[config.mk]
export PLATFORM = sky130hd
export DESIGN_NAME = mini_language_tokenizer_core
export DESIGN_NICKNAME = d
export VERILOG_FILES = /design/src/hdl/mlt_pkg.sv /design/src/hdl/mini_language_tokenizer_core.sv /design/src/hdl/mlt_lexer.sv /design/src/hdl/mlt_outq.sv
export SDC_FILE = /design/constraint.sdc
export NUM_CORES = 1
export LEC_CHECK = 0
export BUFFER_PORTS_ARGS = -buffer_cell sky130_fd_sc_hd__buf_2
export CAP_MARGIN = 20
export CORE_MARGIN = 1
export CORE_UTILIZATION = 40
export CTS_CLUSTER_SIZE = 20
export DETAILED_ROUTE_END_ITERATION = 10
export GPL_ROUTABILITY_DRIVEN = 0
export PLACE_DENSITY = 0.63
export SLEW_MARGIN = 20
export SYNTH_ARGS = -nofsm -noshare
export SYNTH_HDL_FRONTEND = slang
export SYNTH_SLANG_ARGS = --single-unit
[constraint.sdc]
create_clock -name clk -period 5.87 [get_ports clk]
set_input_delay 1.174 -clock clk [delete_from_list [all_inputs] [get_ports clk]]
set_output_delay 1.174 -clock clk [all_outputs]
set_load 0.02 [all_outputs]
[src/hdl/mlt_pkg.sv]
`default_nettype none
package mlt_pkg;

  localparam int OFFSET_BITS = 16;
  localparam int LINE_BITS = 16;

  localparam logic [3:0] KIND_RET = 4'd0;
  localparam logic [3:0] KIND_IDENT = 4'd1;
  localparam logic [3:0] KIND_INT = 4'd2;
  localparam logic [3:0] KIND_STRING = 4'd3;
  localparam logic [3:0] KIND_SEMI = 4'd4;
  localparam logic [3:0] KIND_LBRACE = 4'd5;
  localparam logic [3:0] KIND_RBRACE = 4'd6;
  localparam logic [3:0] KIND_EOF = 4'd7;
  localparam logic [3:0] KIND_UNTERM = 4'd8;
  localparam logic [3:0] KIND_BADCHAR = 4'd9;

  typedef struct packed {
    logic [3:0] kind;
    logic [OFFSET_BITS-1:0] start;
    logic [OFFSET_BITS-1:0] len;
    logic [LINE_BITS-1:0] line;
    logic [7:0] bad;
    logic last;
  } result_t;

  typedef struct packed {
    logic push0;
    logic push1;
    result_t r0;
    result_t r1;
  } step_t;

  function automatic logic [OFFSET_BITS-1:0] span(input logic [OFFSET_BITS-1:0] from,
                                                 input logic [OFFSET_BITS-1:0] to);
    span = (to > from) ? to - from : '0;
  endfunction

endpackage
`default_nettype wire

[src/hdl/mini_language_tokenizer_core.sv]
// Channel  Direction  Handshake             Payload
// in       input      in_valid / in_stall   char_code, end_of_input
// out      output     out_valid / out_stall token_kind, token_start, token_length,
//                                           token_line, bad_char, last_in_run
//
// A request can be accepted in every cycle while not stalled; each one is lexed from
// an input register and yields zero, one or two results into a four-entry output queue.
// Each request is held in the input register and its results are written into the
// output queue, which drains one result per cycle while out_stall is low.
// The input stalls while the input register is full and the queue has fewer than two
// free entries. Reset is synchronous and returns the lexer to its initial state.
`default_nettype none
module mini_language_tokenizer_core (
  input  wire logic        clk,
  input  wire logic        rst,
  input  wire logic        in_valid,
  output logic             in_stall,
  input  wire logic [7:0]  char_code,
  input  wire logic        end_of_input,
  output logic             out_valid,
  input  wire logic        out_stall,
  output logic [3:0]       token_kind,
  output logic [15:0]      token_start,
  output logic [15:0]      token_length,
  output logic [15:0]      token_line,
  output logic [7:0]       bad_char,
  output logic             last_in_run
);
  import mlt_pkg::*;

  logic       stage_valid, stage_valid_next;
  logic [7:0] stage_char;
  logic       stage_end;
  logic       room, process, in_take, pop;
  step_t      step;
  result_t    head;

  assign process = stage_valid && room;
  assign in_stall = stage_valid && !room;
  assign in_take = in_valid && !in_stall;
  assign stage_valid_next = in_take || (stage_valid && !process);
  assign pop = out_valid && !out_stall;

  always_ff @(posedge clk) begin
    if (rst) begin
      stage_valid <= 1'b0;
    end else begin
      stage_valid <= stage_valid_next;
    end
  end

  always_ff @(posedge clk) begin
    if (in_take) begin
      stage_char <= char_code;
      stage_end <= end_of_input;
    end
  end

  mlt_lexer u_lexer (
    .clk          (clk),
    .rst          (rst),
    .process      (process),
    .char_code    (stage_char),
    .end_of_input (stage_end),
    .step         (step)
  );

  mlt_outq u_outq (
    .clk        (clk),
    .rst        (rst),
    .step       (step),
    .pop        (pop),
    .head       (head),
    .head_valid (out_valid),
    .room       (room)
  );

  assign token_kind = head.kind;
  assign token_start = 16'(32'(head.start));
  assign token_length = 16'(32'(head.len));
  assign token_line = 16'(32'(head.line));
  assign bad_char = head.bad;
  assign last_in_run = head.last;

endmodule
`default_nettype wire

[src/hdl/mlt_lexer.sv]
`default_nettype none
module mlt_lexer (
  input  wire logic           clk,
  input  wire logic           rst,
  input  wire logic           process,
  input  wire logic [7:0]     char_code,
  input  wire logic           end_of_input,
  output mlt_pkg::step_t      step
);
  import mlt_pkg::*;

  localparam logic [2:0] MODE_IDLE = 3'd0;
  localparam logic [2:0] MODE_IDENT = 3'd1;
  localparam logic [2:0] MODE_INT = 3'd2;
  localparam logic [2:0] MODE_STRING = 3'd3;
  localparam logic [2:0] MODE_HALT = 3'd4;

  localparam logic [7:0] CHAR_NUL = 8'h00;
  localparam logic [7:0] CHAR_LF = 8'h0a;
  localparam logic [7:0] CHAR_QUOTE = 8'h22;
  localparam logic [7:0] CHAR_SEMI = 8'h3b;
  localparam logic [7:0] CHAR_LBRACE = 8'h7b;
  localparam logic [7:0] CHAR_RBRACE = 8'h7d;

  localparam logic [OFFSET_BITS-1:0] POS_MAX = '1;
  localparam logic [LINE_BITS-1:0] LINE_MAX = '1;

  logic [2:0]             lex_mode, lex_mode_next;
  logic [OFFSET_BITS-1:0] start_offset, start_offset_next;
  logic [OFFSET_BITS-1:0] byte_position, byte_position_next;
  logic [LINE_BITS-1:0]   line_count, line_count_next;
  logic [1:0]             keyword_progress, keyword_progress_next;
  logic                   keyword_broken, keyword_broken_next;

  logic                   is_alpha, is_digit, is_space, end_eff, flush, have_tok;
  logic [OFFSET_BITS-1:0] pos_adv;
  logic [LINE_BITS-1:0]   line_inc;
  logic [7:0]             kw_char;
  result_t                word, tok;

  always_comb begin
    case (keyword_progress)
      2'd0: kw_char = "r";
      2'd1: kw_char = "e";
      2'd2: kw_char = "t";
      default: kw_char = CHAR_NUL;
    endcase
  end

  assign is_alpha = (char_code >= "a" && char_code <= "z") ||
                    (char_code >= "A" && char_code <= "Z");
  assign is_digit = char_code >= "0" && char_code <= "9";
  assign is_space = char_code == " " || (char_code >= 8'd9 && char_code <= 8'd13);
  assign end_eff = end_of_input || char_code == CHAR_NUL;
  assign pos_adv = (byte_position != POS_MAX) ? byte_position + 1'b1 : byte_position;
  assign line_inc = (line_count != LINE_MAX) ? line_count + 1'b1 : line_count;

  always_comb begin
    word.kind = (lex_mode == MODE_INT) ? KIND_INT :
                ((!keyword_broken && keyword_progress == 2'd3) ? KIND_RET : KIND_IDENT);
    word.start = start_offset;
    word.len = span(start_offset, byte_position);
    word.line = line_count;
    word.bad = 8'd0;
    word.last = 1'b0;
  end

  always_comb begin
    lex_mode_next = lex_mode;
    start_offset_next = start_offset;
    byte_position_next = byte_position;
    line_count_next = line_count;
    keyword_progress_next = keyword_progress;
    keyword_broken_next = keyword_broken;
    step = '0;
    tok = '0;
    flush = 1'b0;
    have_tok = 1'b0;
    tok.start = byte_position;
    tok.len = OFFSET_BITS'(1);
    tok.line = line_count;
    if (process && lex_mode != MODE_HALT) begin
      if (end_eff) begin
        lex_mode_next = MODE_HALT;
        if (lex_mode == MODE_STRING) begin
          step.push0 = 1'b1;
          step.r0 = word;
          step.r0.kind = KIND_UNTERM;
        end else begin
          tok.kind = KIND_EOF;
          tok.len = '0;
          if (lex_mode == MODE_IDENT || lex_mode == MODE_INT) begin
            step.push0 = 1'b1;
            step.push1 = 1'b1;
            step.r0 = word;
            step.r1 = tok;
          end else begin
            step.push0 = 1'b1;
            step.r0 = tok;
          end
        end
      end else if (lex_mode == MODE_STRING) begin
        if (char_code == CHAR_QUOTE) begin
          step.push0 = 1'b1;
          step.r0 = word;
          step.r0.kind = KIND_STRING;
          step.r0.start = start_offset + 1'b1;
          step.r0.len = (word.len != '0) ? word.len - 1'b1 : word.len;
          lex_mode_next = MODE_IDLE;
        end else if (char_code == CHAR_LF) begin
          line_count_next = line_inc;
        end
        byte_position_next = pos_adv;
      end else if (lex_mode == MODE_IDENT && (is_alpha || is_digit)) begin
        if (!keyword_broken && keyword_progress != 2'd3 && char_code == kw_char) begin
          keyword_progress_next = keyword_progress + 1'b1;
        end else begin
          keyword_broken_next = 1'b1;
        end
        byte_position_next = pos_adv;
      end else if (lex_mode == MODE_INT && is_digit) begin
        byte_position_next = pos_adv;
      end else begin
        flush = lex_mode == MODE_IDENT || lex_mode == MODE_INT;
        lex_mode_next = MODE_IDLE;
        start_offset_next = byte_position;
        if (is_space) begin
          if (char_code == CHAR_LF) begin
            line_count_next = line_inc;
          end
        end else if (is_alpha) begin
          lex_mode_next = MODE_IDENT;
          keyword_progress_next = (char_code == "r") ? 2'd1 : 2'd0;
          keyword_broken_next = char_code != "r";
        end else if (is_digit) begin
          lex_mode_next = MODE_INT;
        end else if (char_code == CHAR_QUOTE) begin
          lex_mode_next = MODE_STRING;
        end else if (char_code == CHAR_SEMI) begin
          have_tok = 1'b1;
          tok.kind = KIND_SEMI;
        end else if (char_code == CHAR_LBRACE) begin
          have_tok = 1'b1;
          tok.kind = KIND_LBRACE;
        end else if (char_code == CHAR_RBRACE) begin
          have_tok = 1'b1;
          tok.kind = KIND_RBRACE;
        end else begin
          have_tok = 1'b1;
          tok.kind = KIND_BADCHAR;
          tok.bad = char_code;
          lex_mode_next = MODE_HALT;
        end
        if (flush) begin
          step.push0 = 1'b1;
          step.r0 = word;
          step.push1 = have_tok;
          step.r1 = tok;
        end else begin
          step.push0 = have_tok;
          step.r0 = tok;
        end
        byte_position_next = pos_adv;
      end
    end
    step.r0.last = step.push0 && !step.push1;
    step.r1.last = step.push1;
  end

  always_ff @(posedge clk) begin
    if (rst) begin
      lex_mode <= MODE_IDLE;
      start_offset <= '0;
      byte_position <= '0;
      line_count <= LINE_BITS'(1);
      keyword_progress <= 2'd0;
      keyword_broken <= 1'b0;
    end else begin
      lex_mode <= lex_mode_next;
      start_offset <= start_offset_next;
      byte_position <= byte_position_next;
      line_count <= line_count_next;
      keyword_progress <= keyword_progress_next;
      keyword_broken <= keyword_broken_next;
    end
  end

endmodule
`default_nettype wire

[src/hdl/mlt_outq.sv]
`default_nettype none
module mlt_outq (
  input  wire logic             clk,
  input  wire logic             rst,
  input  wire mlt_pkg::step_t   step,
  input  wire logic             pop,
  output mlt_pkg::result_t      head,
  output logic                  head_valid,
  output logic                  room
);
  import mlt_pkg::*;

  result_t    mem [4];
  logic [1:0] wr_ptr, wr_ptr_next;
  logic [1:0] rd_ptr, rd_ptr_next;
  logic [2:0] count, count_next;

  assign head = mem[rd_ptr];
  assign head_valid = count != 3'd0;
  assign room = count <= 3'd2;

  assign wr_ptr_next = wr_ptr + 2'(step.push0) + 2'(step.push1);
  assign rd_ptr_next = rd_ptr + 2'(pop);
  assign count_next = count + 3'(step.push0) + 3'(step.push1) - 3'(pop);

  always_ff @(posedge clk) begin
    if (step.push0) begin
      mem[wr_ptr] <= step.r0;
    end
    if (step.push1) begin
      mem[wr_ptr + 2'd1] <= step.r1;
    end
  end

  always_ff @(posedge clk) begin
    if (rst) begin
      wr_ptr <= 2'd0;
      rd_ptr <= 2'd0;
      count <= 3'd0;
    end else begin
      wr_ptr <= wr_ptr_next;
      rd_ptr <= rd_ptr_next;
      count <= count_next;
    end
  end

endmodule
`default_nettype wire

Word level (Yosys, flattened, before mapping)
Memory sizes are Yosys's and may differ from the RTL's. A register that Yosys moved wholly into a read port is not among the register bits.
Index checks and enable logic that the tools add are counted.
{ "word_totals": {"wordCells": 187, "latch_bits": 0, "ff_bits": 71, "mem_bits_rw": 244, "mem_count": 1, "romBits": 0, "output_inout_bits": 63, "in_bits": 13} }
{ "memory_table": {"columns": ["name", "depth", "width", "read_ports", "rd_ports_with_merged_regs", "wr", "line_no", "rtl"], "rows": [
  ["u_outq.mem", 4, 61, 1, 1, 2, "mlt_outq.sv:13", "result_t mem [4];"]
]} }
{ "op_classes": {"n_shift": 0, "n_lt_le_gt_ge": 10, "div_mod_pow": 0, "mul": 0, "addsub": 13, "mux": 78, "n_bitwise": 4, "n_reduce_logical": 40, "eq_ne": 29} }
{ "ops": {"columns": ["op", "n"], "rows": [
  ["124-bit two-way mux", 4],
  ["61-bit two-way mux", 6],
  ["16-bit two-way mux", 9],
  ["60-bit two-way mux", 2],
  ["59-bit two-way mux", 1],
  ["8-bit two-way mux", 7],
  ["16-bit by 1-bit adder with 16-bit output, second input constant", 3],
  ["3-bit two-way mux", 12],
  ["4-bit two-way mux", 8],
  ["16-bit inequality test, second input constant", 2],
  ["8-bit by 6-bit == test with 1-bit output, second input constant", 3],
  ["8-bit by 7-bit == test with 1-bit output, second input constant", 3],
  ["1-bit two-way mux", 22],
  ["7-bit case mux with 3 select lines", 1],
  ["8-bit by 7-bit >= comparator with 1-bit output, second input constant", 2],
  ["16-bit > comparator", 1],
  ["8-bit by 7-bit less-or-equal comparator with 1-bit output, second input constant", 2],
  ["1-bit logical AND", 16],
  ["16-bit nonzero test", 1],
  ["16-bit by 1-bit subtractor with 16-bit output, second input constant", 1],
  ["16-bit subtractor", 1],
  ["7-bit AND reduction", 2],
  ["2-bit two-way mux", 6],
  ["2-bit inequality test, second input constant", 5],
  ["31 further kinds", 54]
]} }

Logic depth before layout (Yosys ltp)
{ "depth": {"word_depth": 17, "mapped_depth": 16, "ltp_nobuf": 15} }

Hierarchy
Synthesis repeated with hierarchy kept, for this count alone.
{ "hier_totals": {"cells_unflattened": 1532, "hier_area_um2": 18729.2} }
{ "by_module_without_submodules": {"columns": ["mod", "instances", "seq_area_each_um2", "area_per_inst_um2", "cells_per_inst"], "rows": [
  ["mlt_outq", 1, 7467.2, 12140.4, 632],
  ["mlt_lexer", 1, 1081.0, 6256.0, 885],
  ["mini_language_tokenizer_core", 1, 290.3, 332.8, 15]
]} }

Worst setup path before layout
OpenSTA, ideal clock, no wires.
{ "synth_timing": {"path_type": "register -> register", "startpoint": "register u_lexer.byte_position[0]", "endpoint": "memory u_outq.mem[0][36] (netlist bit)", "stages_incl_launch_ff": 16, "t_required_ns": 5.783, "slack_ns": 2.233, "setup_time_ns": 0.087, "n_path_buf": 1, "arrival_time_ns": 3.550, "period_less_slack_ns": 3.637, "path_cell_list": "dfxtp_1 > inv_1 > ha_1 > fa_1 > nand2b_1 > a2111oi_4 > o211ai_1 > a21oi_2 > o21a_1 > nand2b_1 > ha_1 > inv_1 > clkbuf_1 > nor3_1 > o32a_1 > o31ai_1"} }
{ "synth_lines": {"columns": ["element", "line_no", "rtl"], "rows": [
  ["from (decl)", "mlt_lexer.sv:30", "logic [OFFSET_BITS-1:0] byte_position, byte_position_next;"],
  ["from (signal assigned)", "mlt_lexer.sv:181", "byte_position <= byte_position_next;"],
  ["to (decl)", "mlt_outq.sv:13", null]
]} }

==> summary by stage <==
Outcome
The run finished with clean final reports.

Setup path
The end of the worst register-to-register path is u_outq.mem[0][28]. Measured in cells, the most critical reg-to-reg path has a length of 14. At the worst endpoint, the required time is ~6200 ps. STA classifies the critical path startpoint as a register.

The arrival time of data at the critical path endpoint is 5350 ps. The register-to-register setup slack is just under 900 ps. The critical-path maximum fanout is 13. The worst setup path is captured at a register. The critical path class is reg -> reg. The worst flop-to-flop path startpoint is u_lexer.byte_position[0].

Finish
The top cell types in the final layout, fill and taps aside, are 193 x edfxtp_1, 132 x nor2_1, 125 x o21ai_0. Once layout is complete, the cells apart from fillers number approximately 2200. From synthesis to final layout, the design area changed by 11.59%.

The number of antenna cells inserted is 0. In the final design database the tool counted around 1700 nets. The area used by multi-input combinational logic is 0.008192 sq mm. Summing all flip-flop and latch instances after layout gives 0.008245 sq mm.

Of the cells placed in the final design, the portion with a size suffix greater than 1 is 0.1589. The most common library cell in the layout ignoring fill and taps is edfxtp_1. The number of filler cells placed in the layout is approximately 3900.

Timing
The number of failing setup endpoints in the final timing report is 0. The final period utilization is 0.8499. The accumulated negative setup slack is 0 ps. The worst hold slack is 459.6 ps. The routed design could run at a clock period as short as approximately 5000 ps. Setup repair after global routing left no endpoint under its margin. For this run, the top clock speed supported by timing is 0.2005 GHz. The number of max-slew violations in the final report was 0. The transition time of the tightest slew-check pin is 1096 ps. The worst clock skew is around 14 ps. The final hold violation count is 0. Headroom to the max-slew limit came out at 0.2626.

Detailed routing
The routed layout has approximately 14000 vias. The number of vias per cell is 6.084. The count of nets left with antenna violations once routing finished came out at 0. The detailed-router iteration count before antenna repair is 6.

The final layout contains routed wiring with a total length of 49480 um. The number of violations reported at the end of detailed-routing iteration 0 is around 1400. The remaining routing DRC violations is 0. The per-cell routed wire length is approximately 22 um.

Floorplanning
From bottom edge to top edge, the die measures approximately 210 um. The total I/O pin count is 76. The number of placement rows is 75. The die covers around 0.044 sq mm.

For this configuration, the core starts out at a cell density of 0.4063. In this run the standard cell core region covers roughly 0.042 sq mm. The die span in x is roughly 210 um.

Power
The worst vdd rail ir drop is approximately 0.16 mV. In this run the static leakage power is ~6.4 nW. The areal power density over the cells is between 300 and 400 mW/mm^2.

Synth
Counting distinct cell types in the post-synthesis netlist gives 92. The per-instance average area after synthesis is 10.40 sq um. Of the post-synthesis cell area, the dominant cell type holds 0.3393.

The cell area after technology mapping is 0.01708 sq mm. Of the synthesized area, sequential elements account for 0.4822. Synthesis handed over a netlist of about 1600 instances. In the synthesized netlist the dominant register cell turns out to be edfxtp_1. The biggest area contributor in the post-synthesis netlist is edfxtp_1.

For this run, asynchronously set or reset flops after synthesis account for 0. Synthesis produced a netlist with a net count of between 1500 and 2000. The Yosys warning count is 0.

After synthesis the netlist holds a flip-flop and latch count of ~320. The synthesized design contains between 150 and 200 enable-type register cells. Yosys attributes the largest share of cell area to edfxtp_1 34%, dfxtp_1 14%, mux4_2 8.0%.

Clocking
The number of buffers inserted for hold repair after clock tree synthesis is 0. After clock tree synthesis, the clock-pin slew on the worst setup and hold paths is approximately 60 ps. The total CTS buffers is 34. For this design, the sink count on the clock tree is 315.

The number of H-tree levels is 2. The number of buffers between clock root and the deepest sink is 3. The number of gates given a new drive strength after cts is 0. The master cell of the clock root buffer is clkbuf_16.

The worst-skew pair later-pin latency is 520 ps. After clock tree synthesis, the setup repair step added 0 buffers. TritonCTS built the clock tree.

Hold path
The number of stages on the worst hold path is 2. In this run the most critical hold path is launched from u_outq.mem[1][32]. The worst hold path terminates at u_outq.mem[1][32]. The worst hold path belongs to the class reg -> reg.

Place
The half-perimeter wire length after placement is around 33000 um. The number of cells after detailed placement is 2171. Port buffering added between 70 and 80 buffers.

Global route
For this run the aggregate overflow at the end of global routing stands at 0. The number of antenna violations at the first check in global routing is 0. The number of global-route vias before repair was about 13000. The first-pass GRT wire length is 76620 um. Entering global routing, the biggest net connects 64 pins. The overall routing resource usage is 0.2244.

Run
Max-cap violations in this run came to 0.
-- state kept, by name, indices dropped and copies added, names as in the netlist, 3 cells and up --
signal and flops:
u_lexer.byte_position 16, stage_char 8, u_lexer.lex_mode 3, u_outq.count 3, u_lexer.line_count 16, u_lexer.start_offset 16
u_outq.mem 244
-- routing by layer --
metal / wire length [um] / global-route usage / up-vias
met5: 0 / 0 / -
li1: - / - / 6202
met2: 23020 / 0.3656 / 652
met4: 1561 / 0.08164 / 0
met3: 4312 / 0.04313 / 101
met1: 20590 / 0.2974 / 6625
-- logic make-up after synthesis --
logic type	Yosys count	share of synthesized area
AOI/OAI and AO/OA	419	0.1658
xor gates and xnor gates	40	0.02051
adders and majority gates	30	0.02373
buffers and inverters	165	0.03926
DFF	315	0.4822
muxes	80	0.09163
and+or+nand+nor	594	0.1769
-- power by group --
part	internal (W)	switching (W)	leakage (nW)
Clock	0.00131	0.000871	0.555
Combinational	0.000530	0.000813	3.19
Sequential	0.00249	0.000169	2.62
Total	0.00433	0.00185	6.37
-- final cells by class --
| cell class | instances | share of cell area |
|---|---|---|
| clock buffer | 49 | 0.04989 |
| clock inverter | 12 | 0.009189 |
| inverter | 45 | 0.008861 |
| multi-input combinational | 1163 | 0.4297 |
| sequential | 315 | 0.4326 |
| tap | 539 | 0.03538 |
| timing repair buffer | 109 | 0.03439 |
-- metrics by stage --
step	power (W)	utilization	worst slack, ps	cell area, sq um
floorplan	0.003603	-	2233	17080
global placement	0.004033	0.4265	1352	17930
detailed placement	0.004051	0.4265	1118	17930
CTS	0.006224	0.4532	1022	19050
global route	0.006408	0.4534	552.5	19060
finish	0.006182	0.4534	881.3	19060
-- worst max-delay path, stage by stage (launching register included) --
cell	delay, ps
dfxtp_1	440
inv_1	140
ha_1	260
fa_1	410
nand2b_1	240
a2111oi_4	450
o211ai_1	200
a21oi_2	290
o21a_1	450
nand2b_1	190
ha_1	400
inv_1	350
o311ai_0	210
a211oi_1	600
o21ai_0	200
-- worst max-delay path by stage --
stage                        end  depth (start not counted)                      from
2_1_floorplan  u_outq.mem[0][36]                         15  u_lexer.byte_position[0]
3_3_place_gp   u_outq.mem[2][29]                         14  u_lexer.byte_position[0]
3_5_place_dp   u_outq.mem[3][29]                         14  u_lexer.byte_position[0]
4_1_cts        u_outq.mem[0][28]                         14  u_lexer.byte_position[0]
5_1_grt        u_outq.mem[0][28]                         14  u_lexer.byte_position[0]
6_report       u_outq.mem[0][28]                         14  u_lexer.byte_position[0]
-- cells in the mapped netlist, types with 6 or more instances --
cell and n:
a31o_2 8, a21oi_1 78, nand2b_1 13, a211o_1 6, buf_1 11, clkbuf_1 80
a311oi_1 7, or3_1 11, xor2_1 20, ha_1 26, or4_1 7, nor3_1 28
o21ai_1 9, buf_2 25, nand2_1 125, inv_1 44, o21ai_0 125, or2_2 7
o31ai_1 11, dfxtp_1 122, a21o_1 18, a31oi_1 12, o31a_1 6, and2_1 96
nand4_1 22, nor3b_1 6, nor4_1 11, o22ai_1 34, mux4_2 61, and3_1 17
nor2_1 132, nor2b_1 17, a211oi_1 9, a22o_1 21, o211ai_1 10, o311ai_1 8
mux2i_1 18, xnor2_1 20, nand3_1 83, edfxtp_1 193
No activity file was read; power rests on OpenSTA's default activity.
